===== src/hdl/ltbl_pkg.sv =====
// Shared types and constants for the line table builder and lookup block.
package ltbl_pkg;

  // Fixed field widths of the channel payloads.
  localparam int CMD_W   = 2;
  localparam int CHAR_W  = 8;
  localparam int FIELD_W = 20;
  localparam int IDX_W   = 11;

  // Largest 20-bit result value; lengths with break saturate to it.
  localparam int FIELD_MAX = 1048575;

  // Input command codes.
  localparam logic [CMD_W-1:0] CMD_BYTE  = 2'd0;
  localparam logic [CMD_W-1:0] CMD_EOT   = 2'd1;
  localparam logic [CMD_W-1:0] CMD_QUERY = 2'd2;

  // Result kinds.
  localparam logic KIND_LINE   = 1'b0;
  localparam logic KIND_ANSWER = 1'b1;

  // Line break characters.
  localparam logic [CHAR_W-1:0] CH_CR = 8'd13;
  localparam logic [CHAR_W-1:0] CH_LF = 8'd10;

  // Controller states.
  typedef enum logic [2:0] {
    ST_IDLE,
    ST_EOT2,
    ST_SREAD,
    ST_SCMP,
    ST_QANS
  } state_t;

  // Operations the controller asks of the datapath in one cycle.
  typedef enum logic [2:0] {
    OP_NONE,
    OP_BYTE,
    OP_FLUSH,
    OP_FINAL,
    OP_QSTART,
    OP_QREAD,
    OP_QCMP,
    OP_QANS
  } op_t;

  // Status reported by the datapath to the controller.
  typedef struct packed {
    logic byte_emits;
    logic cr_pending;
    logic text_finished;
    logic search_done;
  } status_t;

endpackage


===== src/hdl/ltbl_ctrl.sv =====
// Controller state machine: input acceptance, operation sequencing and result valid.
module ltbl_ctrl (
  input  logic                            clk,
  input  logic                            rst_n,
  input  logic                            in_valid,
  output logic                            in_stall,
  input  logic [ltbl_pkg::CMD_W-1:0]      in_command,
  output logic                            out_valid,
  input  logic                            out_stall,
  input  ltbl_pkg::status_t               status,
  output ltbl_pkg::op_t                   op
);

  ltbl_pkg::state_t state_r;
  ltbl_pkg::state_t state_nxt;
  logic             out_valid_r;
  logic             out_valid_nxt;
  logic             out_load;
  logic             slot_free;

  // The result register can take a new beat when empty or draining this cycle.
  assign slot_free = !out_valid_r || !out_stall;

  // Next state.
  always_comb begin
    state_nxt = state_r;
    unique case (state_r)
      ltbl_pkg::ST_IDLE: begin
        if (in_valid && slot_free) begin
          unique case (in_command)
            ltbl_pkg::CMD_EOT: begin
              if (!status.text_finished && status.cr_pending) begin
                state_nxt = ltbl_pkg::ST_EOT2;
              end
            end
            ltbl_pkg::CMD_QUERY: state_nxt = ltbl_pkg::ST_SREAD;
            default:             state_nxt = ltbl_pkg::ST_IDLE;
          endcase
        end
      end
      ltbl_pkg::ST_EOT2: begin
        if (slot_free) begin
          state_nxt = ltbl_pkg::ST_IDLE;
        end
      end
      ltbl_pkg::ST_SREAD: begin
        state_nxt = status.search_done ? ltbl_pkg::ST_QANS : ltbl_pkg::ST_SCMP;
      end
      ltbl_pkg::ST_SCMP: state_nxt = ltbl_pkg::ST_SREAD;
      ltbl_pkg::ST_QANS: begin
        if (slot_free) begin
          state_nxt = ltbl_pkg::ST_IDLE;
        end
      end
      default: state_nxt = ltbl_pkg::ST_IDLE;
    endcase
  end

  // Outputs: handshake, datapath operation and result register load.
  always_comb begin
    in_stall = 1'b1;
    op       = ltbl_pkg::OP_NONE;
    out_load = 1'b0;
    unique case (state_r)
      ltbl_pkg::ST_IDLE: begin
        in_stall = !slot_free;
        if (in_valid && slot_free) begin
          unique case (in_command)
            ltbl_pkg::CMD_BYTE: begin
              op       = ltbl_pkg::OP_BYTE;
              out_load = status.byte_emits;
            end
            ltbl_pkg::CMD_EOT: begin
              if (!status.text_finished) begin
                op       = status.cr_pending ? ltbl_pkg::OP_FLUSH : ltbl_pkg::OP_FINAL;
                out_load = 1'b1;
              end
            end
            ltbl_pkg::CMD_QUERY: op = ltbl_pkg::OP_QSTART;
            default:             op = ltbl_pkg::OP_NONE;
          endcase
        end
      end
      ltbl_pkg::ST_EOT2: begin
        if (slot_free) begin
          op       = ltbl_pkg::OP_FINAL;
          out_load = 1'b1;
        end
      end
      ltbl_pkg::ST_SREAD: begin
        if (!status.search_done) begin
          op = ltbl_pkg::OP_QREAD;
        end
      end
      ltbl_pkg::ST_SCMP: op = ltbl_pkg::OP_QCMP;
      ltbl_pkg::ST_QANS: begin
        if (slot_free) begin
          op       = ltbl_pkg::OP_QANS;
          out_load = 1'b1;
        end
      end
      default: op = ltbl_pkg::OP_NONE;
    endcase
  end

  // A loaded beat stays valid until the receiver takes it.
  assign out_valid_nxt = out_load || (out_valid_r && out_stall);
  assign out_valid     = out_valid_r;

  always_ff @(posedge clk) begin
    if (!rst_n) begin
      state_r     <= ltbl_pkg::ST_IDLE;
      out_valid_r <= 1'b0;
    end else begin
      state_r     <= state_nxt;
      out_valid_r <= out_valid_nxt;
    end
  end

endmodule


===== config.mk =====
export PLATFORM = sky130hd
export DESIGN_NAME = ltbl_ctrl
export DESIGN_NICKNAME = d
export VERILOG_FILES = /design/src/hdl/ltbl_pkg.sv /design/src/hdl/ltbl_ctrl.sv
export SDC_FILE = /design/constraint.sdc
export NUM_CORES = 1
export LEC_CHECK = 0
export BUFFER_PORTS_ARGS = -buffer_cell sky130_fd_sc_hd__buf_2
export CORE_AREA = 5 5 42 44
export CTS_CLUSTER_DIAMETER = 50
export DETAILED_ROUTE_END_ITERATION = 8
export DIE_AREA = 0 0 47 49
export PLACE_DENSITY = 0.58
export SYNTH_ARGS = -nofsm -noshare
export SYNTH_HDL_FRONTEND = slang
export SYNTH_SLANG_ARGS = --single-unit

===== constraint.sdc =====
create_clock -name clk -period 1.4 [get_ports clk]
set_input_delay 0.14 -clock clk [delete_from_list [all_inputs] [get_ports clk]]
set_output_delay 0.14 -clock clk [all_outputs]
set_load 0.05 [all_outputs]

==> metrics.txt, run 1 <==
Via Count=445; Routed Antenna Nets=0; number of port buffers=14; largest net degree at the start of global routing=12; startpoint types=register; status=complete, but fails checks; Post-DP HPWL=881 um; CTS buffer count=3; number of global-route vias before repair=493; Leak=0.266 nW; DRT Pass-1 Iters=4; Slew headroom=roughly three quarters; Rows=14; GPL Wtd Cong=roughly 0.81; register area=92.6 sq um; Core ar.=1400 sq um; wire per inst=roughly 13 um; Final WS setup=-0.111 ns; Critical Path AT=about 1.4 ns; P&R area growth vs syn=67.6%; antenna violations before repair=0; clock root buffer=clkbuf_4; Peak VDD IR=between 0.6 and 0.7 mV; most common cell after layout, fill and taps aside=buf_2; Fin Setup TNS=-0.159 ns; DRT iter0 DRCs=4; CTS max path bufs=2; r2r startpoint=state_r[0]; Skew-Pair Late Insertion Delay=~0.23 ns; Worst-Margin Slew=0.350 ns; syn_nets=between 50 and 60; Synth Area in XOR/XNOR=0%; Antenna diodes=0; I/O pins=15; Mapped Area=between 300 and 400 sq um; post-synthesis mux area share=approximately 2.6%; Total Wirelength=around 1.1 mm; Post-CTS Setup Bufs=0; worst setup path start=state_r[2]; max-cap viol count=0; vias per cell=5.24; critical path type=reg -> out; die height=49 um; most frequent cells in the layout=buf_2 (11), buf_4 (5), buf_6 (4); PwrDens=754 nW/um^2; Syn. warnings=0; post-synthesis adder-cell area fraction=0%; main combinational cell family by area after synthesis=compound AO/OA/AOI/OAI gates; CTS tree=built; initial core utilization=27.3%; post-route minimum period=1.51 ns; GRT Overall Usage=12.2%; hold-fix buffer count after cts=0; Fin. Hold Viols=0; Final Slew Violations=0; Setup crit end kind=output pin; share of cells above drive strength 1=a little under three fifths; number of H-tree levels=1; Die Wd=47 um; post-synthesis register bit count=4; hold slack final=0.176 ns; Hold WC Path Type=in -> reg; post-route clock period utilization=108%; worst r2r dst=state_r[0]; synth unique cells=29; area of the multi-input gates=352 sq um; HP Start=rst_n; Clk pin slew, worst setup/hold paths=0.04 ns; Final Net Count=80; final-layout fill cell count=147; RSZ-0062 raised after global routing=true; first-pass GRT wire length=2.12 mm; Compound-Gate Fraction of Synth Area=35.9%; fmax=662 MHz; Mapped Cells=48; fin util=45.8%; Post-Synth Simple-Gate Area=32.4%; final setup vio count=3; worst-case clock skew=0.0106 ns; Worst Path Required=1.26 ns; DRC Markers=0; CTS Sinks=4; flop2flop setup slack=~0.23 ns; failing checks=negative setup slack; Syn Area/Cell=7.98 sq um; Congestion Overflow GR=0; Crit Path Max Fanout=2; crit path to=op[0]; Die ar.=2300 sq um; reg2reg path depth=3; Seq/Total Area, Yosys=20.9%
==> how the worst min path moves through the flow <==
stage                      to  slack (ns)  cells after the start
floorplan           out_valid        0.27                      2
global placement    out_valid        0.41                      3
detailed placement  out_valid        0.42                      3
CTS                 out_valid        0.17                      3
global route        out_valid        0.18                      3
finish              out_valid        0.18                      3
==> layer usage <==
| layer | up-vias | track usage [%] | routed length, um |
|---|---|---|---|
| met5 | - | 0 | 0 |
| met4 | 0 | 5.99 | 14 |
| met3 | 2 | 6.27 | 63 |
| met1 | 205 | 14.7 | 454 |
| met2 | 13 | 17.4 | 570 |
| li1 | 225 | - | - |
==> report_power, final <==
part | total, mW | switching (mW) | internal (mW)
Sequential | 0.126 | 0.00734 | 0.118
Combinational | 0.205 | 0.121 | 0.0832
Clock | 0.154 | 0.0467 | 0.107
Total | 0.484 | 0.176 | 0.308
==> Yosys cell counts <==
cell type / instances / area (sq um)
o211a_1: 1 / 10.0
a21oi_1: 1 / 5.00
nand2b_4: 1 / 13.8
nand2b_1: 2 / 12.5
a211o_1: 1 / 8.76
mux2i_1: 1 / 10.0
o41ai_1: 2 / 17.5
buf_2: 1 / 5.00
nor3b_1: 2 / 15.0
buf_6: 1 / 11.3
nor4b_2: 1 / 15.0
a22oi_1: 1 / 7.51
inv_2: 1 / 3.75
nand2_1: 3 / 11.3
o21ai_0: 3 / 15.0
o32ai_1: 1 / 8.76
o2111ai_1: 2 / 17.5
nor2b_1: 2 / 12.5
a221oi_1: 1 / 8.76
and2_1: 4 / 25.0
nor3_1: 1 / 5.00
a221oi_2: 1 / 15.0
a31oi_1: 3 / 18.8
nor2_1: 2 / 7.51
clkbuf_1: 1 / 3.75
dfxtp_1: 4 / 80.1
or2_0: 1 / 6.26
inv_1: 2 / 7.51
o21ai_1: 1 / 5.00
==> logic make-up (layout without fill, tap and decap cells) <==
| logic type | after synthesis | after routing |
|---|---|---|
| buffers and inverters | 6 | 27 |
| muxes | 1 | 1 |
| DFF | 4 | 4 |
| AOI/OAI and AO/OA | 18 | 18 |
| and+or+nand+nor | 19 | 19 |
==> critical path, stage by stage (launching register included) <==
cell and delay [ns]:
dfxtp_2 0.32, nor4b_4 0.30, a22oi_2 0.11, o32ai_4 0.22, buf_6 0.19
==> layout make-up <==
| cell class | count | area share [%] |
|---|---|---|
| Sequential cell | 4 | 14.4 |
| Tap cell | 16 | 3.12 |
| Multi-Input combinational cell | 38 | 54.8 |
| Clock buffer | 4 | 4.09 |
| Timing Repair Buffer | 20 | 21.4 |
| Inverter | 3 | 2.14 |
==> through the flow <==
step / setup slack (ns) / instances / power [mW] / instance area [sq um]
global route: -0.210 / 85 / 0.532 / 642
floorplan: -0.167 / 48 / 0.262 / 454
CTS: -0.119 / 85 / 0.491 / 642
detailed placement: -0.0450 / 81 / 0.312 / 559
finish: -0.111 / 85 / 0.484 / 642
global placement: -0.0400 / 81 / 0.311 / 559
==> sequential cells by signal, indices dropped and copies added (netlist names) <==
name	flops
state_r	3
out_valid	1
==> what timing repair did <==
action,in CTS,in global routing
resized for setup,17,0
pin swaps,3,0
setup endpoints to repair,3,3
cloned,0,0
(Power assumes the default switching activity.)
==> run 2, diff against run 1 <==
--- a/config.mk
+++ b/config.mk
@@ -6,10 +6,12 @@
 export NUM_CORES = 1
 export LEC_CHECK = 0
 export BUFFER_PORTS_ARGS = -buffer_cell sky130_fd_sc_hd__buf_2
+export CAP_MARGIN = 10
 export CORE_AREA = 5 5 42 44
 export CTS_CLUSTER_DIAMETER = 50
 export DETAILED_ROUTE_END_ITERATION = 8
 export DIE_AREA = 0 0 47 49
+export GPL_TIMING_DRIVEN = 0
 export PLACE_DENSITY = 0.58
 export SYNTH_ARGS = -nofsm -noshare
 export SYNTH_HDL_FRONTEND = slang
==> run 2 against run 1 <==
Against the previous run: the flow still finishes with violations (negative setup slack); hold slack lost 0.018 ns; final cell count grew 3.5%; cell area grew 3.9%; clock skew shrank 0.0053 ns; global-route usage shrank 0.42 points; critical path depth grew 1; utilization grew 1.8 points; clock power grew 5%; sequential share of layout area shrank 1.5 points; fmax shrank 4.8%; sequential power is essentially flat; total power grew 2.8%; critical path type unchanged; largest power group unchanged.
==> metrics.txt, run 2 (same netlist as run 1, synthesis figures left out) <==
status=complete, but fails checks; failing checks=negative setup slack; Worst Path Required=1.26 ns; hold-fix buffer count after cts=0; worst r2r dst=state_r[0]; Post-DP HPWL=841 um; first-pass GRT wire length=1.90 mm; Total Wirelength=1.14 mm; CTS max path bufs=2; Crit Path Max Fanout=5; Fin. Hold Viols=0; Skew-Pair Late Insertion Delay=around 0.24 ns; CTS tree=built; Clk pin slew, worst setup/hold paths=0.04 ns; Worst Hold End=out_valid; wire per inst=12.9 um; DRT iter0 DRCs=3; startpoint types=register; fmax=630 MHz; routed metal-1 wire length=482 um; Most flops, register=state_r; met3 wire length=64 um; most common cell after layout, fill and taps aside=buf_2; Core ar.=1400 sq um; Hold WC Path Type=in -> reg; vias per cell=approximately 5.4; worst-case clock skew=0.00523 ns; GRT Overall Usage=11.8%; Die Wd=around 47 um; final-layout fill cell count=153; initial core utilization=27.3%; die height=around 50 um; Routed Antenna Nets=0; Antenna diodes=0; antenna violations before repair=0; Slew headroom=80.4%; Die ar.=2300 sq um; Rows=14; HP Start=rst_n; top routing layer in use=met4; Met2 Wirelength=553 um; final setup vio count=4; most frequent cells in the layout=buf_2 (11), buf_4 (6), buf_6 (5); critical path's top delay family=compound AO/OA/AOI/OAI gates; number of H-tree levels=1; CP max stage cell=dfxtp_1; Placed Cells=slightly below 80; number of port buffers=14; P&R area growth vs syn=74.2%; Fin Setup TNS=-0.430 ns; Setup crit end kind=output pin; Worst-Margin Slew=0.292 ns; WP buf/inv=2; number of global-route vias before repair=442; max-cap viol count=0; critical path type=reg -> out; Via Count=approximately 480; r2r startpoint=state_r[0]; post-route minimum period=1.59 ns; fin util=47.6%; post-route clock period utilization=113%; Critical Path AT=between 1 and 1.5 ns; hold depth=3; I/O pins=15; hold slack final=roughly 0.16 ns; sequence of cells on the critical path=buf_6 > nor4b_4 > a22oi_2 > o32ai_4 > buf_6; GPL Wtd Cong=0.740; DRT Pass-1 Iters=4; CTS buffer count=3; RSZ-0062 raised after global routing=true; max incr delay on CP=approximately 0.3 ns; flop2flop setup slack=0.10 ns; Leak=between 0.2 and 0.3 nW; critical path's most frequent cell=buf_6; clock root buffer=clkbuf_4; reg2reg path depth=5; max reg flops=3; Congestion Overflow GR=0; largest net degree at the start of global routing=11; Final Slew Violations=0; PwrDens=roughly 750 nW/um^2; Final Net Count=83; DRC Markers=0; CTS Sinks=4; Peak VDD IR=between 0.4 and 0.5 mV; share of cells above drive strength 1=between 50% and 60%; Cell Count, Final, Fillers Out=88; Final WS setup=-0.187 ns
## run 2: worst max-delay path by stage
stage | startpoint | to | slack [ns] | depth (start not counted)
after floorplan | out_valid | op[2] | -0.17 | 3
final | state_r[0] | op[0] | -0.19 | 5
after global routing | state_r[0] | op[0] | -0.26 | 5
after global placement | state_r[0] | op[0] | -0.14 | 5
after CTS | state_r[0] | op[0] | -0.19 | 5
after detailed placement | state_r[0] | op[0] | -0.14 | 5
## run 2: per-layer routing
layer | vias up | track usage (%)
li1 | 231 | -
met1 | 230 | 14.5
met2 | 14 | 16.3
met3 | 4 | 4.43
met4 | 0 | 8.29
met5 | - | 0
## run 2: per-stage QoR
stage	area, sq um	setup slack (ns)	total power [mW]
floorplan	454	-0.167	0.262
global placement	544	-0.144	0.306
detailed placement	544	-0.143	0.307
CTS	652	-0.189	0.499
global route	667	-0.264	0.533
finish	667	-0.187	0.497
## run 2: layout make-up
| cell class | instances | area (sq um) | share of cell area [%] |
|---|---|---|---|
| Buffer | 3 | 36.3 | 5.44 |
| Clock buffer | 4 | 26.3 | 3.94 |
| Inverter | 3 | 15.0 | 2.25 |
| Multi-Input combinational cell | 38 | 349 | 52.3 |
| Sequential cell | 4 | 86.3 | 12.9 |
| Tap cell | 16 | 20.0 | 3.00 |
| Timing Repair Buffer | 20 | 134 | 20.1 |
## run 2: repair_timing
action	in CTS	in global routing
endpoints found under the setup margin	4	4
buffers inserted	4	2
pin swaps	2	2
resized for setup	15	0
## run 2: where the power goes
group	leakage (nW)	internal (mW)	switching [mW]	total [mW]
clock network	0.0150	0.107	0.0534	0.161
registers	0.0342	0.120	0.00752	0.128
logic	0.234	0.0878	0.121	0.209
## run 2: worst min-delay path, stage by stage
cell,delay [ns]
buf_2,0.12
o21ai_0,0.07
a31oi_1,0.04
==> run 3, diff against run 2 <==
--- a/config.mk
+++ b/config.mk
@@ -5,6 +5,7 @@
 export SDC_FILE = /design/constraint.sdc
 export NUM_CORES = 1
 export LEC_CHECK = 0
+export ABC_AREA = 1
 export BUFFER_PORTS_ARGS = -buffer_cell sky130_fd_sc_hd__buf_2
 export CAP_MARGIN = 10
 export CORE_AREA = 5 5 42 44
@@ -12,7 +13,7 @@
 export DETAILED_ROUTE_END_ITERATION = 8
 export DIE_AREA = 0 0 47 49
 export GPL_TIMING_DRIVEN = 0
-export PLACE_DENSITY = 0.58
+export PLACE_DENSITY = 0.55
 export SYNTH_ARGS = -nofsm -noshare
 export SYNTH_HDL_FRONTEND = slang
 export SYNTH_SLANG_ARGS = --single-unit
==> run 3 against run 2 <==
Against the previous run: the flow still finishes with violations (negative setup slack); largest power group unchanged; critical endpoint is now op[2]; clock-buffer cell count is the same; synthesized cell count grew 23%; total power shrank 5.4%; combinational power shrank 7%; cell area shrank 6.6%; worst setup slack gained 0.13 ns; via count grew 5.0%; largest cell class unchanged; die area is the same; clock skew shrank 0.0026 ns; non-clock buffer count grew 1; sequential share of layout area grew 2.3 points.
==> metrics.txt, run 3 <==
DRC Markers=0; Final Slew Violations=0; CTS tree=built; Die Wd=47 um; P&R area growth vs syn=76.6%; largest net degree at the start of global routing=8; fmax=686 MHz; Total Power=0.471 mW; Rows=14; post-route clock period utilization=104%; max reg flops=3; pre-CTS WS=0.0827 ns; Clk pin slew, worst setup/hold paths=0.04 ns; antenna violations before repair=0; max-cap viol count=0; Worst Path Required=1.26 ns; most common cell after layout, fill and taps aside=nand2_1; Via Count=503; vias per cell=between 4 and 5; sw power=0.172 mW; Logic pwr share=between 40% and 50%; synth unique cells=15; hold-fix buffer count after cts=0; worst-case clock skew=0.00262 ns; Mapped Area=353 sq um; Leak=0.321 nW; Yosys top cell by area=dfxtp_1; Crit Path Max Fanout=4; Slew headroom=81.6%; Final Net Count=98; Fin Setup TNS=-0.130 ns; Cell Count, Final, Fillers Out=103; I/O pins=15; DRT Pass-1 Iters=4; number of port buffers=14; Internal=0.299 mW; Core ar.=around 1400 sq um; Die ar.=2300 sq um; EDFF count, synth=0; clock network fraction of design power=32.6%; Synth async-reset ratio=0%; CTS buffer count=3; top_reg_cell synth=dfxtp_1; DRT iter0 DRCs=15; Critical Path AT=approximately 1.3 ns; Peak VDD IR=between 0.4 and 0.5 mV; Hold WC Path Type=in -> reg; number of global-route vias before repair=490; Synth top cells by count=nand2_1 (15), nand3_1 (10), inv_1 (8); Total Wirelength=between 1 and 1.5 mm; RSZ-0062 raised after global routing=true; PwrDens=755 nW/um^2; share of cells above drive strength 1=between 40 and 50%; startpoint types=register; Switching Fraction=36.5%; GRT Overall Usage=a little under an eighth; first-pass GRT wire length=1.99 mm; part of the power in registers=25.9%; final setup vio count=3; CTS Sinks=4; post-route minimum period=between 1 and 1.5 ns; Syn. warnings=0; GPL Wtd Cong=0.755; Worst-Margin Slew=0.274 ns; Routed Antenna Nets=0; flop2flop setup slack=0 ns; most frequent cells in the layout=nand2_1 (12), buf_2 (11), buf_4 (9), inv_1 (8), nand3_1 (8); fin util=about 44%; Post-DP HPWL=772 um; die height=slightly below 50 um; Most flops, register=state_r; Congestion Overflow GR=0; syn_nets=69; Antenna diodes=0; Seq/Total Area, Yosys=a little under a quarter; Synth top area share=a little under a quarter; Setup crit end kind=output pin; CTS max path bufs=2; Fin. Hold Viols=0; critical path type=reg -> out; Placed Cells=89; number of H-tree levels=1; status=complete, but fails checks; clock root buffer=clkbuf_4; initial core utilization=25.2%; Mapped Cells=59; Skew-Pair Late Insertion Delay=0.23 ns; leading cell type by number of instances after synthesis=nand2_1; failing checks=negative setup slack; Syn Area/Cell=5.98 sq um; wire per inst=~11 um; Final WS setup=-0.0582 ns; post-synthesis register bit count=4; top cells by area, synth=dfxtp_1 (23%), nand2_1 (16%), nand3_1 (14%)
run 3: routing by layer:
| layer | GRT usage (%) | wire (um) |
|---|---|---|
| met5 | 0 | 0 |
| met3 | 1.48 | 77 |
| met1 | 13.6 | 470 |
| met4 | 8.29 | 17 |
| met2 | 18.1 | 604 |
run 3: critical path, stage by stage, from the launching register on:
cell	delay [ns]
dfxtp_4	0.35
inv_4	0.07
nand2_4	0.07
nor2_4	0.09
nand3_2	0.08
o211ai_1	0.19
buf_4	0.23
run 3: repair_timing:
| item | 4_1_cts | 5_1_grt |
|---|---|---|
| endpoints found under the setup margin | 3 | 4 |
| resized for setup | 13 | 5 |
| cloned | 0 | 0 |
| pin swaps | 5 | 3 |
| buffers inserted | 9 | 1 |
run 3: path summary, 6_finish.rpt:
kind,end,cells after the start,start
worst max-delay path,op[2],6,state_r[0]
worst min register to register,state_r[2],2,state_r[2]
worst max register to register,state_r[1],11,state_r[0]
worst min-delay path,state_r[1],3,rst_n
run 3: logic make-up after synthesis:
family,after synthesis,synth area share (%)
and+or+nand+nor,38,54.6
DFF,4,22.7
buffers and inverters,10,11.3
AOI/OAI and AO/OA,7,11.3
run 3: cell type report:
| type | instances | area (sq um) |
|---|---|---|
| Clock buffer | 4 | 26.3 |
| Fill cell | 158 | 778 |
| Inverter | 10 | 42.5 |
| Multi-Input combinational cell | 45 | 272 |
| Sequential cell | 4 | 95.1 |
| Tap cell | 16 | 20.0 |
| Timing Repair Buffer | 24 | 168 |
run 3: power groups by stage:
stage | clock network, mW | logic [mW] | registers [mW]
2_1_floorplan | 0 | 0.100 | 0.135
5_1_grt | 0.172 | 0.210 | 0.123
6_report | 0.153 | 0.195 | 0.122
3_3_place_gp | 0 | 0.145 | 0.128
3_5_place_dp | 0 | 0.146 | 0.128
4_1_cts | 0.160 | 0.184 | 0.124
run 3: metrics by stage:
step	hold slack [ns]	cell area, sq um
after floorplan	0.300	372
after global placement	0.414	462
after detailed placement	0.419	462
after CTS	0.180	598
after global routing	0.205	623
final	0.159	623
